==> src/sv/hkd_pkg.sv <==
// Shared constants, codes and types of the hotkey combination detector.
package hkd_pkg;

  localparam int CODE_W      = 10;
  localparam int SIZE_W      = 3;
  localparam int ACT_W       = 2;
  localparam int EV_W        = 2;
  localparam int ST_W        = 2;
  localparam int OUT_CNT_W   = 6;
  localparam int KEY_REGS    = 4;
  localparam int CFG_IDX_W   = 3;
  localparam int CFG_DATA_W  = 10;

  localparam int MAX_HELD_DEF  = 32;
  localparam int MAX_COMBO_DEF = 4;

  // opcodes
  localparam logic OP_KEY   = 1'b0;
  localparam logic OP_CLEAR = 1'b1;

  // key actions
  localparam logic [ACT_W-1:0] ACT_RELEASE = 2'd0;
  localparam logic [ACT_W-1:0] ACT_PRESS   = 2'd1;
  localparam logic [ACT_W-1:0] ACT_REPEAT  = 2'd2;

  // combo events
  localparam logic [EV_W-1:0] EV_NONE    = 2'd0;
  localparam logic [EV_W-1:0] EV_PRESS   = 2'd1;
  localparam logic [EV_W-1:0] EV_RELEASE = 2'd2;
  localparam logic [EV_W-1:0] EV_CANCEL  = 2'd3;

  // detector states
  localparam logic [ST_W-1:0] ST_IDLE   = 2'd0;
  localparam logic [ST_W-1:0] ST_ACTIVE = 2'd1;
  localparam logic [ST_W-1:0] ST_WAIT   = 2'd2;

  // register indexes
  localparam logic [CFG_IDX_W-1:0] CFG_SIZE  = 3'd0;
  localparam logic [CFG_IDX_W-1:0] CFG_KEY_A = 3'd1;
  localparam logic [CFG_IDX_W-1:0] CFG_KEY_B = 3'd2;
  localparam logic [CFG_IDX_W-1:0] CFG_KEY_C = 3'd3;
  localparam logic [CFG_IDX_W-1:0] CFG_KEY_D = 3'd4;

  typedef logic [KEY_REGS-1:0][CODE_W-1:0] hkd_keys_t;

  // held set status after the current item
  typedef struct packed {
    logic                held_empty;
    logic                total_is_size;
    logic [KEY_REGS-1:0] target_held;
  } hkd_set_stat_t;

endpackage

==> src/sv/hkd_held_set.sv <==
// Held key set: slot store with parallel lookup, count and target key flags.
module hkd_held_set import hkd_pkg::*; #(
  parameter int MAX_HELD = MAX_HELD_DEF,
  localparam int CNT_W = $clog2(MAX_HELD + 1)
) (
  input  logic               clk,
  input  logic               rst_n,
  input  logic               clr,
  input  logic               upd,
  input  logic               down,
  input  logic [CODE_W-1:0]  code,
  input  hkd_keys_t          combo_keys,
  input  logic [SIZE_W-1:0]  combo_size,
  output hkd_set_stat_t      stat,
  output logic [CNT_W-1:0]   count_nxt
);

  localparam logic [MAX_HELD-1:0] ONE  = MAX_HELD'(1);
  localparam logic [CNT_W-1:0]    FULL = CNT_W'(MAX_HELD);

  logic [CODE_W-1:0]   keys_r [MAX_HELD];
  logic [MAX_HELD-1:0] valid_r, valid_nxt;
  logic [CNT_W-1:0]    total_r;
  logic [KEY_REGS-1:0] tgt_r, tgt_nxt;

  logic [MAX_HELD-1:0] hit_vec, free_oh;
  logic                found, full, do_add, do_rem;

  always_comb begin
    for (int i = 0; i < MAX_HELD; i++) begin
      hit_vec[i] = valid_r[i] && (keys_r[i] == code);
    end
  end

  assign found   = |hit_vec;
  assign free_oh = ~valid_r & (valid_r + ONE);  // lowest free slot
  assign full    = (total_r == FULL);
  assign do_add  = upd && down && !found && !full;
  assign do_rem  = upd && !down && found;

  always_comb begin
    valid_nxt = valid_r;
    count_nxt = total_r;
    tgt_nxt   = tgt_r;
    if (clr) begin
      valid_nxt = '0;
      count_nxt = '0;
      tgt_nxt   = '0;
    end else if (do_add) begin
      valid_nxt = valid_r | free_oh;
      count_nxt = total_r + CNT_W'(1);
      for (int k = 0; k < KEY_REGS; k++) begin
        if (combo_keys[k] == code) tgt_nxt[k] = 1'b1;
      end
    end else if (do_rem) begin
      valid_nxt = valid_r & ~hit_vec;
      count_nxt = total_r - CNT_W'(1);
      for (int k = 0; k < KEY_REGS; k++) begin
        if (combo_keys[k] == code) tgt_nxt[k] = 1'b0;
      end
    end
  end

  always_comb begin
    stat.held_empty    = (count_nxt == '0);
    stat.total_is_size = (count_nxt == CNT_W'(combo_size));
    stat.target_held   = tgt_nxt;
  end

  always_ff @(posedge clk) begin
    if (!rst_n) begin
      valid_r <= '0;
      total_r <= '0;
      tgt_r   <= '0;
    end else begin
      valid_r <= valid_nxt;
      total_r <= count_nxt;
      tgt_r   <= tgt_nxt;
    end
  end

  // codes need no reset, a slot is only read while valid
  always_ff @(posedge clk) begin
    for (int i = 0; i < MAX_HELD; i++) begin
      if (!clr && do_add && free_oh[i]) keys_r[i] <= code;
    end
  end

endmodule

==> src/sv/hkd_combo_fsm.sv <==
// Combo state machine: idle, combo active, waiting for all keys released.
module hkd_combo_fsm import hkd_pkg::*; #(
  parameter int MAX_COMBO = MAX_COMBO_DEF
) (
  input  logic              clk,
  input  logic              rst_n,
  input  logic              clr,
  input  logic              upd,
  input  logic              down,
  input  logic [CODE_W-1:0] code,
  input  hkd_keys_t         combo_keys,
  input  logic [SIZE_W-1:0] combo_size,
  input  hkd_set_stat_t     stat,
  output logic [EV_W-1:0]   event_nxt,
  output logic [ST_W-1:0]   state_nxt,
  output logic              flag_nxt
);

  logic [ST_W-1:0]     state_r;
  logic                flag_r;
  logic                usable, match, is_target;
  logic [KEY_REGS-1:0] in_combo, code_hit;

  assign usable = (int'(combo_size) <= MAX_COMBO) && (int'(combo_size) <= KEY_REGS);

  always_comb begin
    for (int k = 0; k < KEY_REGS; k++) begin
      in_combo[k] = (k < int'(combo_size));
      code_hit[k] = in_combo[k] && (combo_keys[k] == code);
    end
  end

  assign match     = usable && (combo_size != '0) && stat.total_is_size
                     && (&(stat.target_held | ~in_combo));
  assign is_target = usable && (|code_hit);

  always_comb begin
    event_nxt = EV_NONE;
    state_nxt = state_r;
    flag_nxt  = flag_r;
    if (clr) begin
      state_nxt = ST_IDLE;
      flag_nxt  = 1'b0;
    end else if (upd) begin
      unique case (state_r)
        ST_IDLE: begin
          if (down && match) begin
            state_nxt = ST_ACTIVE;
            flag_nxt  = 1'b1;
            event_nxt = EV_PRESS;
          end
        end
        ST_ACTIVE: begin
          if (down && !is_target) begin
            state_nxt = ST_WAIT;
            flag_nxt  = 1'b0;
            event_nxt = EV_CANCEL;
          end else if (!down && !match) begin
            state_nxt = stat.held_empty ? ST_IDLE : ST_WAIT;
            flag_nxt  = 1'b0;
            event_nxt = EV_RELEASE;
          end
        end
        ST_WAIT: begin
          if (stat.held_empty) state_nxt = ST_IDLE;
        end
        default: begin
          state_nxt = ST_IDLE;
          flag_nxt  = 1'b0;
        end
      endcase
    end
  end

  always_ff @(posedge clk) begin
    if (!rst_n) begin
      state_r <= ST_IDLE;
      flag_r  <= 1'b0;
    end else begin
      state_r <= state_nxt;
      flag_r  <= flag_nxt;
    end
  end

endmodule

==> src/sv/hotkey_combo_detector.sv <==
// Top level of the hotkey combination detector.
//
// Usage:
//   Input channel (in_valid/in_ready) carries one key event item: opcode,
//   key code and action (release, press, repeat). Opcode clear empties the
//   held set and returns the detector to idle. Result channel
//   (out_valid/out_ready) returns exactly one item per input item: combo
//   event, detector state, held key count and combo flag after that item.
//   Configuration: cfg_we writes cfg_wdata to register cfg_index (0 size,
//   1..4 combo keys); any valid write also clears the held set and state.
//   Writes must be made only while no item is in flight; the block does not enforce it.
// Timing:
//   out_valid rises once an accepted item has passed the input register,
//   then the lookup over all held slots and the state machine update into
//   the result register. One item per cycle is sustained while out_ready
//   stays high; the combinational held slot compare and state update allow
//   that rate.
// Reset (synchronous, active low): empty set, idle, configuration zero.
// Stalls: while out_ready is low with a result waiting, the input register
//   holds and in_ready drops only once it is occupied too.
module hotkey_combo_detector import hkd_pkg::*; #(
  parameter int MAX_HELD  = MAX_HELD_DEF,
  parameter int MAX_COMBO = MAX_COMBO_DEF
) (
  input  logic                  clk,
  input  logic                  rst_n,
  // input channel
  input  logic                  in_valid,
  output logic                  in_ready,
  input  logic                  in_opcode,
  input  logic [CODE_W-1:0]     in_key_code,
  input  logic [ACT_W-1:0]      in_key_action,
  // result channel
  output logic                  out_valid,
  input  logic                  out_ready,
  output logic [EV_W-1:0]       out_combo_event,
  output logic [ST_W-1:0]       out_detector_state,
  output logic [OUT_CNT_W-1:0]  out_held_count,
  output logic                  out_combo_held,
  // configuration
  input  logic                  cfg_we,
  input  logic [CFG_IDX_W-1:0]  cfg_index,
  input  logic [CFG_DATA_W-1:0] cfg_wdata
);

  localparam int CNT_W = $clog2(MAX_HELD + 1);

  // configuration registers
  logic [SIZE_W-1:0] size_r;
  hkd_keys_t         keys_r;
  logic              cfg_hit;

  always_comb begin
    unique case (cfg_index) inside
      CFG_SIZE, CFG_KEY_A, CFG_KEY_B, CFG_KEY_C, CFG_KEY_D: cfg_hit = cfg_we;
      default:                                             cfg_hit = 1'b0;
    endcase
  end

  always_ff @(posedge clk) begin
    if (!rst_n) begin
      size_r <= '0;
      keys_r <= '0;
    end else if (cfg_we) begin
      unique case (cfg_index)
        CFG_SIZE:  size_r    <= cfg_wdata[SIZE_W-1:0];
        CFG_KEY_A: keys_r[0] <= cfg_wdata[CODE_W-1:0];
        CFG_KEY_B: keys_r[1] <= cfg_wdata[CODE_W-1:0];
        CFG_KEY_C: keys_r[2] <= cfg_wdata[CODE_W-1:0];
        CFG_KEY_D: keys_r[3] <= cfg_wdata[CODE_W-1:0];
        default: ;  // unmapped index, ignored
      endcase
    end
  end

  // input register
  logic              s1_vld_r;
  logic              s1_op_r;
  logic [CODE_W-1:0] s1_code_r;
  logic [ACT_W-1:0]  s1_act_r;
  logic              out_vld_r;
  logic              advance, process, upd, clr, down;

  assign advance  = !out_vld_r || out_ready;
  assign in_ready = !s1_vld_r || advance;
  assign process  = s1_vld_r && advance;

  always_ff @(posedge clk) begin
    if (!rst_n) begin
      s1_vld_r <= 1'b0;
    end else if (in_ready) begin
      s1_vld_r <= in_valid;
    end
  end

  always_ff @(posedge clk) begin
    if (in_valid && in_ready) begin
      s1_op_r   <= in_opcode;
      s1_code_r <= in_key_code;
      s1_act_r  <= in_key_action;
    end
  end

  // repeats and the unused action code touch nothing
  assign upd  = process && (s1_op_r == OP_KEY)
                && ((s1_act_r == ACT_PRESS) || (s1_act_r == ACT_RELEASE));
  assign clr  = cfg_hit || (process && (s1_op_r == OP_CLEAR));
  assign down = (s1_act_r == ACT_PRESS);

  hkd_set_stat_t    stat;
  logic [CNT_W-1:0] count_nxt;
  logic [EV_W-1:0]  event_nxt;
  logic [ST_W-1:0]  state_nxt;
  logic             flag_nxt;

  hkd_held_set #(.MAX_HELD(MAX_HELD)) u_set (
    .clk        (clk),
    .rst_n      (rst_n),
    .clr        (clr),
    .upd        (upd),
    .down       (down),
    .code       (s1_code_r),
    .combo_keys (keys_r),
    .combo_size (size_r),
    .stat       (stat),
    .count_nxt  (count_nxt)
  );

  hkd_combo_fsm #(.MAX_COMBO(MAX_COMBO)) u_fsm (
    .clk        (clk),
    .rst_n      (rst_n),
    .clr        (clr),
    .upd        (upd),
    .down       (down),
    .code       (s1_code_r),
    .combo_keys (keys_r),
    .combo_size (size_r),
    .stat       (stat),
    .event_nxt  (event_nxt),
    .state_nxt  (state_nxt),
    .flag_nxt   (flag_nxt)
  );

  // result register
  logic [EV_W-1:0]      ev_r;
  logic [ST_W-1:0]      st_r;
  logic [OUT_CNT_W-1:0] cnt_r;
  logic                 flag_r;
  logic [CNT_W:0]       count_ext;

  assign count_ext = {1'b0, count_nxt};  // room for narrow MAX_HELD

  always_ff @(posedge clk) begin
    if (!rst_n) begin
      out_vld_r <= 1'b0;
    end else if (process) begin
      out_vld_r <= 1'b1;
    end else if (out_ready) begin
      out_vld_r <= 1'b0;
    end
  end

  always_ff @(posedge clk) begin
    if (process) begin
      ev_r   <= event_nxt;
      st_r   <= state_nxt;
      cnt_r  <= OUT_CNT_W'(count_ext);
      flag_r <= flag_nxt;
    end
  end

  assign out_valid          = out_vld_r;
  assign out_combo_event    = ev_r;
  assign out_detector_state = st_r;
  assign out_held_count     = cnt_r;
  assign out_combo_held     = flag_r;

endmodule

==> config.mk <==
export PLATFORM = sky130hd
export DESIGN_NAME = hotkey_combo_detector
export DESIGN_NICKNAME = d
export VERILOG_FILES = /design/src/sv/hkd_pkg.sv /design/src/sv/hkd_held_set.sv /design/src/sv/hkd_combo_fsm.sv /design/src/sv/hotkey_combo_detector.sv
export SDC_FILE = /design/constraint.sdc
export NUM_CORES = 1
export LEC_CHECK = 0
export ABC_AREA = 1
export BUFFER_PORTS_ARGS = -buffer_cell sky130_fd_sc_hd__buf_2
export CELL_PAD_IN_SITES_DETAIL_PLACEMENT = 0
export CELL_PAD_IN_SITES_GLOBAL_PLACEMENT = 1
export CORE_MARGIN = 10
export CORE_UTILIZATION = 45
export CTS_CLUSTER_SIZE = 8
export DETAILED_ROUTE_END_ITERATION = 7
export GPL_TIMING_DRIVEN = 0
export PLACE_DENSITY = 0.81
export RECOVER_POWER = 100
export SYNTH_ARGS = -nofsm -noshare
export SYNTH_HDL_FRONTEND = slang
export SYNTH_SLANG_ARGS = --single-unit
==> constraint.sdc <==
create_clock -name clk -period 4.3 [get_ports clk]
set_input_delay 0.86 -clock clk [delete_from_list [all_inputs] [get_ports clk]]
set_output_delay 0.86 -clock clk [all_outputs]
set_load 0.01 [all_outputs]
Yosys cells after proc, flatten, opt, wreduce, memory -nomap -nowiden
Memory sizes are Yosys's and may differ from the RTL's.
Index checks and enable logic that the tools add are counted.
{"block": "op_classes", "addsub": 3, "n_lt_le_gt_ge": 5, "n_eq_ne": 45, "n_mux": 194, "bitwise": 10, "reduce_logical": 147}
{"cell": "== test 10 bit", "count": 36}
{"cell": "two-way mux 10 bit", "count": 31}
{"cell": "OR reduction 10 bit", "count": 31}
{"cell": "two-way mux 5 bit", "count": 31}
{"cell": "two-way mux 1 bit", "count": 112}
{"cell": "logical AND 1 bit", "count": 86}
{"cell": "bitwise AND 32 bit", "count": 2}
{"cell": "two-way mux 32 bit", "count": 2}
{"cell": "NOT 32 bit", "count": 2}
{"cell": "adder 32 x 1 -> 32 bit, second input constant", "count": 1}
{"cell": "OR 32 bit", "count": 1}
{"cell": "OR reduction 32 bit", "count": 1}
{"cell": "two-way mux 2 bit", "count": 9}
{"cell": "two-way mux 6 bit", "count": 3}
{"cell": "two-way mux 4 bit", "count": 3}
{"cell": "AND reduction 2 bit", "count": 5}
{"cell": "zero test 1 bit", "count": 8}
{"cell": "adder 6 x 1 -> 6 bit, second input constant", "count": 1}
{"cell": "== test 3 x 2 -> 1 bit, second input constant", "count": 2}
{"cell": "== test 6 x 3 -> 1 bit", "count": 1}
{"cell": "== test 6 bit, second input constant", "count": 1}
{"cell": "zero test 6 bit", "count": 1}
{"cell": "< comparator 1 x 3 -> 1 bit, first input constant", "count": 2}
{"cell": "< comparator 2 x 3 -> 1 bit, first input constant", "count": 2}
{"cell": "other kinds (21)", "count": 30}
{"block": "totals", "regBits": 114, "mem_bits_rw": 320, "input_bits": 31, "output_inout_bits": 13, "wordCells": 424, "memories": 1}
{"name": "u_set.keys_r", "words": 32, "width": 10, "rd": 32, "rd_clocked_by_memory_dff": 0, "wr": 1, "line_no": "hkd_held_set.sv:21", "rtl": "logic [CODE_W-1:0] keys_r [MAX_HELD];"}

Longest topological paths before layout
{"block": "depth", "ltp_word": 44, "depth_mapped": 29, "depth_no_buf": 27}

Modules after synthesis
Synthesis repeated with hierarchy kept, for this count alone.
{"block": "unflattened", "hier_cells": 2411, "hier_area_um2": 21658.3}
{"module": "hkd_held_set", "instances": 1, "cells_each": 1883, "area_per_inst_um2": 18013.5, "seq_area_each_um2": 10450.0}
{"module": "hotkey_combo_detector", "instances": 1, "cells_each": 295, "area_per_inst_um2": 2598.7, "seq_area_each_um2": 1621.6}
{"module": "hkd_combo_fsm", "instances": 1, "cells_each": 233, "area_per_inst_um2": 1046.0, "seq_area_each_um2": 60.1}

Worst setup path after synthesis
No wires, ideal clock.
{"block": "synth_timing", "path_type": "register -> register", "startpoint": "reg s1_code_r[3]", "endpoint": "mem u_set.keys_r[27][0], enable pin", "setup_time_ns": 0.404, "arrival_time_ns": 3.627, "t_required_ns": 3.896, "slack_ns": 0.269, "path_stages_with_launch": 18, "path_buffers": 2, "period_less_slack_ns": 4.031, "cell_sequence": "edfxtp_1 -> buf_6 -> inv_4 -> buf_6 -> or2_0 -> nand3_1 -> nor2_1 -> nand3_1 -> nand2_1 -> nor2_1 -> nand2_1 -> nor2_4 -> nand3_4 -> nor2_8 -> inv_1 -> nor2_2 -> nand2_1 -> nor4_1"}
{"block": "synth_via", "elab_chain_cells": 42, "elab_cells_between_ends": 258, "classes_between": "32 x eq/ne; 126 x mux; 100 x reduce/logical"}
{"item": "start, declared", "line_no": "hotkey_combo_detector.sv:79", "rtl": "logic [CODE_W-1:0] s1_code_r;"}
{"item": "start signal, assigned", "line_no": "hotkey_combo_detector.sv:99", "rtl": "s1_code_r <= in_key_code;"}
{"item": "== test 10 bit", "line_no": "hkd_held_set.sv:31", "rtl": "hit_vec[i] = valid_r[i] && (keys_r[i] == code);"}
{"item": "logical AND 1 bit", "line_no": "hkd_held_set.sv:31"}
{"item": "OR reduction 32 bit (*)", "line_no": "hkd_held_set.sv:35", "rtl": "assign found = |hit_vec;"}
{"item": "zero test 1 bit (*)", "line_no": "hkd_held_set.sv:38", "rtl": "assign do_add = upd && down && !found && !full;"}
{"item": "logical AND 1 bit (*) (2 in series)", "line_no": "hkd_held_set.sv:38"}
{"item": "logical AND 1 bit (*)", "line_no": "hkd_held_set.sv:85", "rtl": "if (!clr && do_add && free_oh[i]) keys_r[i] <= code;"}
{"item": "logical AND 1 bit", "line_no": "hkd_held_set.sv:85"}
{"item": "two-way mux 1 bit", "line_no": "hkd_held_set.sv:85"}
{"item": "two-way mux 1 bit (implied by the code)", "line_no": "hkd_held_set.sv:85"}
{"item": "OR reduction 10 bit (no line)"}
{"item": "two-way mux 5 bit (no line) or two-way mux 1 bit (tied branches) (31 in series)"}
{"item": "end, declared", "line_no": "hkd_held_set.sv:21"}
Every way passes the cells marked *; elsewhere a longest branch is shown, timed or not.

Final worst setup path
{"block": "layout_timing", "startpoint": "reg s1_code_r[4]", "endpoint": "mem u_set.keys_r[10][9], enable pin"}
The elaborated chain is that of the path after synthesis.

==> impl_metrics.csv <==
group,metric,value,unit
outcome,status,"completed",
floorplanning,dieHeight,234,um
yosys,number_of_standard_cells_after_synthesis,2129,
place,finalWeightedCongestion,0.920,
cells_and_area,post_route_cells_drive_above_1_share,12.8,%
sta,worst_clock_skew,43.7,ps
cells_and_area,final.fill_count,3935,
sta,ratio_of_final_minimum_period_to_clock_period,96.6,%
clock_network,cts.sink_count,434,
yosys,synth_ff_type,"sky130_fd_sc_hd__edfxtp_1",
sta,worst_pin_slew,1420,ps
floorplanning,initial_utilization,45.4,%
floorplanning,die_w,234,um
cells_and_area,n_antenna_cell,0,
yosys,syn-mean-instance-area,9.69,um2
worst_setup_path,critical_path_arrival,4480,ps
yosys,synth-seq-area-share,58.8,%
yosys,yosys_warnings,0,
global_routing,globalRouteTotalUtil,22.6,%
yosys,syn-cell-area,20600,um2
place,dp_hpwl,40900,um
cells_and_area,finish.utilization,53.6,%
yosys,yosys.cell_types.count,45,
yosys,synth_nets,2163,
yosys,synth_top_area_share,50.1,%
worst_setup_path,worstPathCellList,"buf_16 -> buf_6 -> inv_4 -> buf_6 -> buf_6 -> nand2_1 -> nand4_1 -> nor2_1 -> nand3_1 -> nand2_1 -> nor2_1 -> nand2_1 -> nor2_4 -> nand3_4 -> nor2_8 -> clkinvlp_4 -> buf_4 -> clkbuf_4 -> nor3_4 -> buf_2",
place,place.port_buffers,43,
worst_setup_path,critPathRequiredTime,4620,ps
routing,num_vias,15700,
clock_network,clk_root_buffer_cell,"sky130_fd_sc_hd__clkbuf_16",
yosys,asyncSetResetFlopFracSynth,0,%
global_routing,number_of_antenna_violations_at_the_first_check_in_global_routing,0,
worst_setup_path,critical_path_fanouts_max,18,
clock_network,cts_tree,"built",
power_and_ir_drop,power_density,398,nW/um2
sta,final_max_slew_viol_count,0,
sta,period_needed,4160,ps
cells_and_area,nets,2323,
yosys,ys_top_cells_by_count,"sky130_fd_sc_hd__nand2_1, sky130_fd_sc_hd__edfxtp_1, sky130_fd_sc_hd__nor2_1, sky130_fd_sc_hd__inv_1, sky130_fd_sc_hd__nand3_1",
cells_and_area,area_growth,17.8,%
clock_network,clk_transition_reported_paths,50,ps
hold_path,min-delay-path-class,"input port to flop",
floorplanning,fp.coreArea,45400,um2
global_routing,grt-ovfl-total,0,
yosys,synth.top_cells.by_area,"sky130_fd_sc_hd__edfxtp_1, sky130_fd_sc_hd__nand2_1, sky130_fd_sc_hd__dfxtp_1, sky130_fd_sc_hd__xnor2_1, sky130_fd_sc_hd__nor2_1",
routing,drtIter0Drc,1478,
worst_setup_path,critPathMaxStageDelay,500,ps
yosys,synth_edf_count,344,
routing,route.antenna.remaining_nets,0,
clock_network,numCtsBuffers,60,
floorplanning,fp_rows,78,
sta,setup_viol,0,
power_and_ir_drop,cellLeakagePower,9.14,nW
power_and_ir_drop,final_power,0.00967,W
sta,max_clock_freq,241,MHz
clock_network,cts_max_path_buffers,3,
power_and_ir_drop,ir_drop,0.326,mV
global_routing,pin_count_of_the_biggest_net_entering_global_routing,23,
yosys,synth_largest_area_cell,"sky130_fd_sc_hd__edfxtp_1",
routing,detail_route.wl_per_cell,21.1,um
yosys,yosysMostFrequentCell,"sky130_fd_sc_hd__nand2_1",
routing,drc,0,
yosys,yosys_register_bits,434,
global_routing,grt_pass1_vias,15200,
floorplanning,ios,44,
clock_network,clock_tree.htree_level_count,2,
sta,timing.final.hold_violations,0,
run,cap_viol_max_count,0,
worst_setup_path,setup.worst_path.class,"flop to flop",
routing,dr.pass1.iters,6,
worst_setup_path,timing.critical_path.from_type,"flop",
floorplanning,die_area,54800,um2
sta,max-slew-margin-rel,5.09,%
routing,finalWirelength,62100,um
clock_network,clock_insertion_delay_worst_skew,640,ps
worst_setup_path,cpMaxStageDelayCell,"sky130_fd_sc_hd__edfxtp_1",
routing,avgViaCountPerCell,5.33,
global_routing,first_pass_grt_wire_length,92400,um
worst_setup_path,critical_path.endpoint_type,"flop",
## what timing repair did
action                                  CTS  global route
setup buffers                            29            11
pin swaps                                10             6
hold buffers                              0             0
endpoints found under the setup margin  359           249
resized for setup                        49            27
## final cells by class
class | instances | area [um2] | area share (%)
plain buffers | 76 | 566 | 2.33
multi-input cells | 1427 | 7550 | 31.1
repair buffers | 99 | 818 | 3.37
clock buffers | 107 | 1680 | 6.90
well taps | 600 | 751 | 3.09
clock inverters | 4 | 71.3 | 0.293
inverters | 191 | 741 | 3.05
flip-flops and latches | 434 | 12100 | 49.9
## layer usage
layer | track usage, % | wire [um]
met1 | 29.0 | 25700
met2 | 37.7 | 29700
met3 | 3.67 | 4480
met4 | 9.11 | 2180
met5 | 0 | 0
## worst max-delay path: cells and delay by family (launching register included)
| family | cells | cell delay [ps] |
|---|---|---|
| buffers and inverters | 9 | 1760 |
| DFF | 1 | 500 |
| and+or+nand+nor | 11 | 1560 |
## registers in the layout (all words and copies together), names as in the netlist
| signal | cells |
|---|---|
| s1_op_r | 1 |
| u_fsm.state_r | 2 |
| s1_act_r | 2 |
| out_combo_event | 2 |
| out_combo_held | 1 |
| s1_vld_r | 1 |
| u_set.keys_r | 320 |
| s1_code_r | 10 |
| keys_r | 40 |
| u_set.total_r | 6 |
| out_valid | 1 |
| out_held_count | 6 |
| u_fsm.flag_r | 1 |
| u_set.valid_r | 32 |
| out_detector_state | 2 |
| u_set.tgt_r | 4 |
| size_r | 3 |
## where the power goes
| group | internal (W) | total [W] | switching [W] | leakage [nW] |
|---|---|---|---|---|
| sequential | 0.00456 | 0.00458 | 0.0000197 | 3.83 |
| clock | 0.00261 | 0.00442 | 0.00181 | 0.824 |
| combinational | 0.000207 | 0.000670 | 0.000462 | 4.48 |
| total | 0.00738 | 0.00967 | 0.00229 | 9.14 |
## worst paths after layout
| kind | start | endpoint | slack [ps] | cells after the start |
|---|---|---|---|---|
| setup / recovery | s1_code_r[4]$_DFFE_PP_ | u_set.keys_r[10][9]$_DFFE_PP_ | 140 | 20 |
| hold / removal | in_key_code[7] | s1_code_r[7]$_DFFE_PP_ | 410 | 1 |
| setup reg to reg | s1_code_r[4]$_DFFE_PP_ | u_set.keys_r[10][9]$_DFFE_PP_ | 140 | 20 |
| hold reg to reg | keys_r[22]$_SDFFE_PN0P_ | keys_r[22]$_SDFFE_PN0P_ | 470 | 2 |
## per-stage QoR
stage / hold WS, ps / area [um2] / std cells / setup slack, ps / setup TNS [ps]
6_report: 410 / 24300 / 2938 / 144 / 0
5_1_grt: 398 / 24300 / 2938 / -0.973 / -0.973
4_1_cts: 380 / 24300 / 2928 / 1.57 / 0
3_5_place_dp: 462 / 21900 / 2788 / -1680 / -331250
3_3_place_gp: 455 / 21600 / 2772 / -2320 / -546920
2_1_floorplan: 443 / 20600 / 2129 / 269 / 0
## cells in the final DEF, fill, tap and decap left out, drive strengths merged, types with 2 or more instances in the layout
| cell | netlist | final |
|---|---|---|
| dfxtp | 90 | 90 |
| xor2 | 62 | 62 |
| clkbuf | 20 | 162 |
| o211ai | 2 | 2 |
| a21oi | 55 | 55 |
| or2 | 91 | 91 |
| inv | 186 | 185 |
| clkinv | 5 | 9 |
| edfxtp | 344 | 344 |
| nand4 | 20 | 20 |
| nor3 | 29 | 29 |
| o21ai | 71 | 71 |
| nand3 | 179 | 179 |
| ha | 3 | 3 |
| o2111ai | 2 | 2 |
| nand3b | 2 | 2 |
| a32oi | 4 | 4 |
| nor2 | 260 | 260 |
| nor4 | 10 | 10 |
| buf | 57 | 120 |
| o221a | 3 | 3 |
| nand2 | 515 | 515 |
| xnor2 | 113 | 113 |
## logic make-up after synthesis
logic type	Yosys count	synth area share [%]
simple gates	1108	23.6
fa+ha+maj	3	0.182
buf+inv	268	6.20
compound gates	141	3.75
flops	434	58.8
xor+xnor	175	7.43
Power figures use the tool's default switching activity.
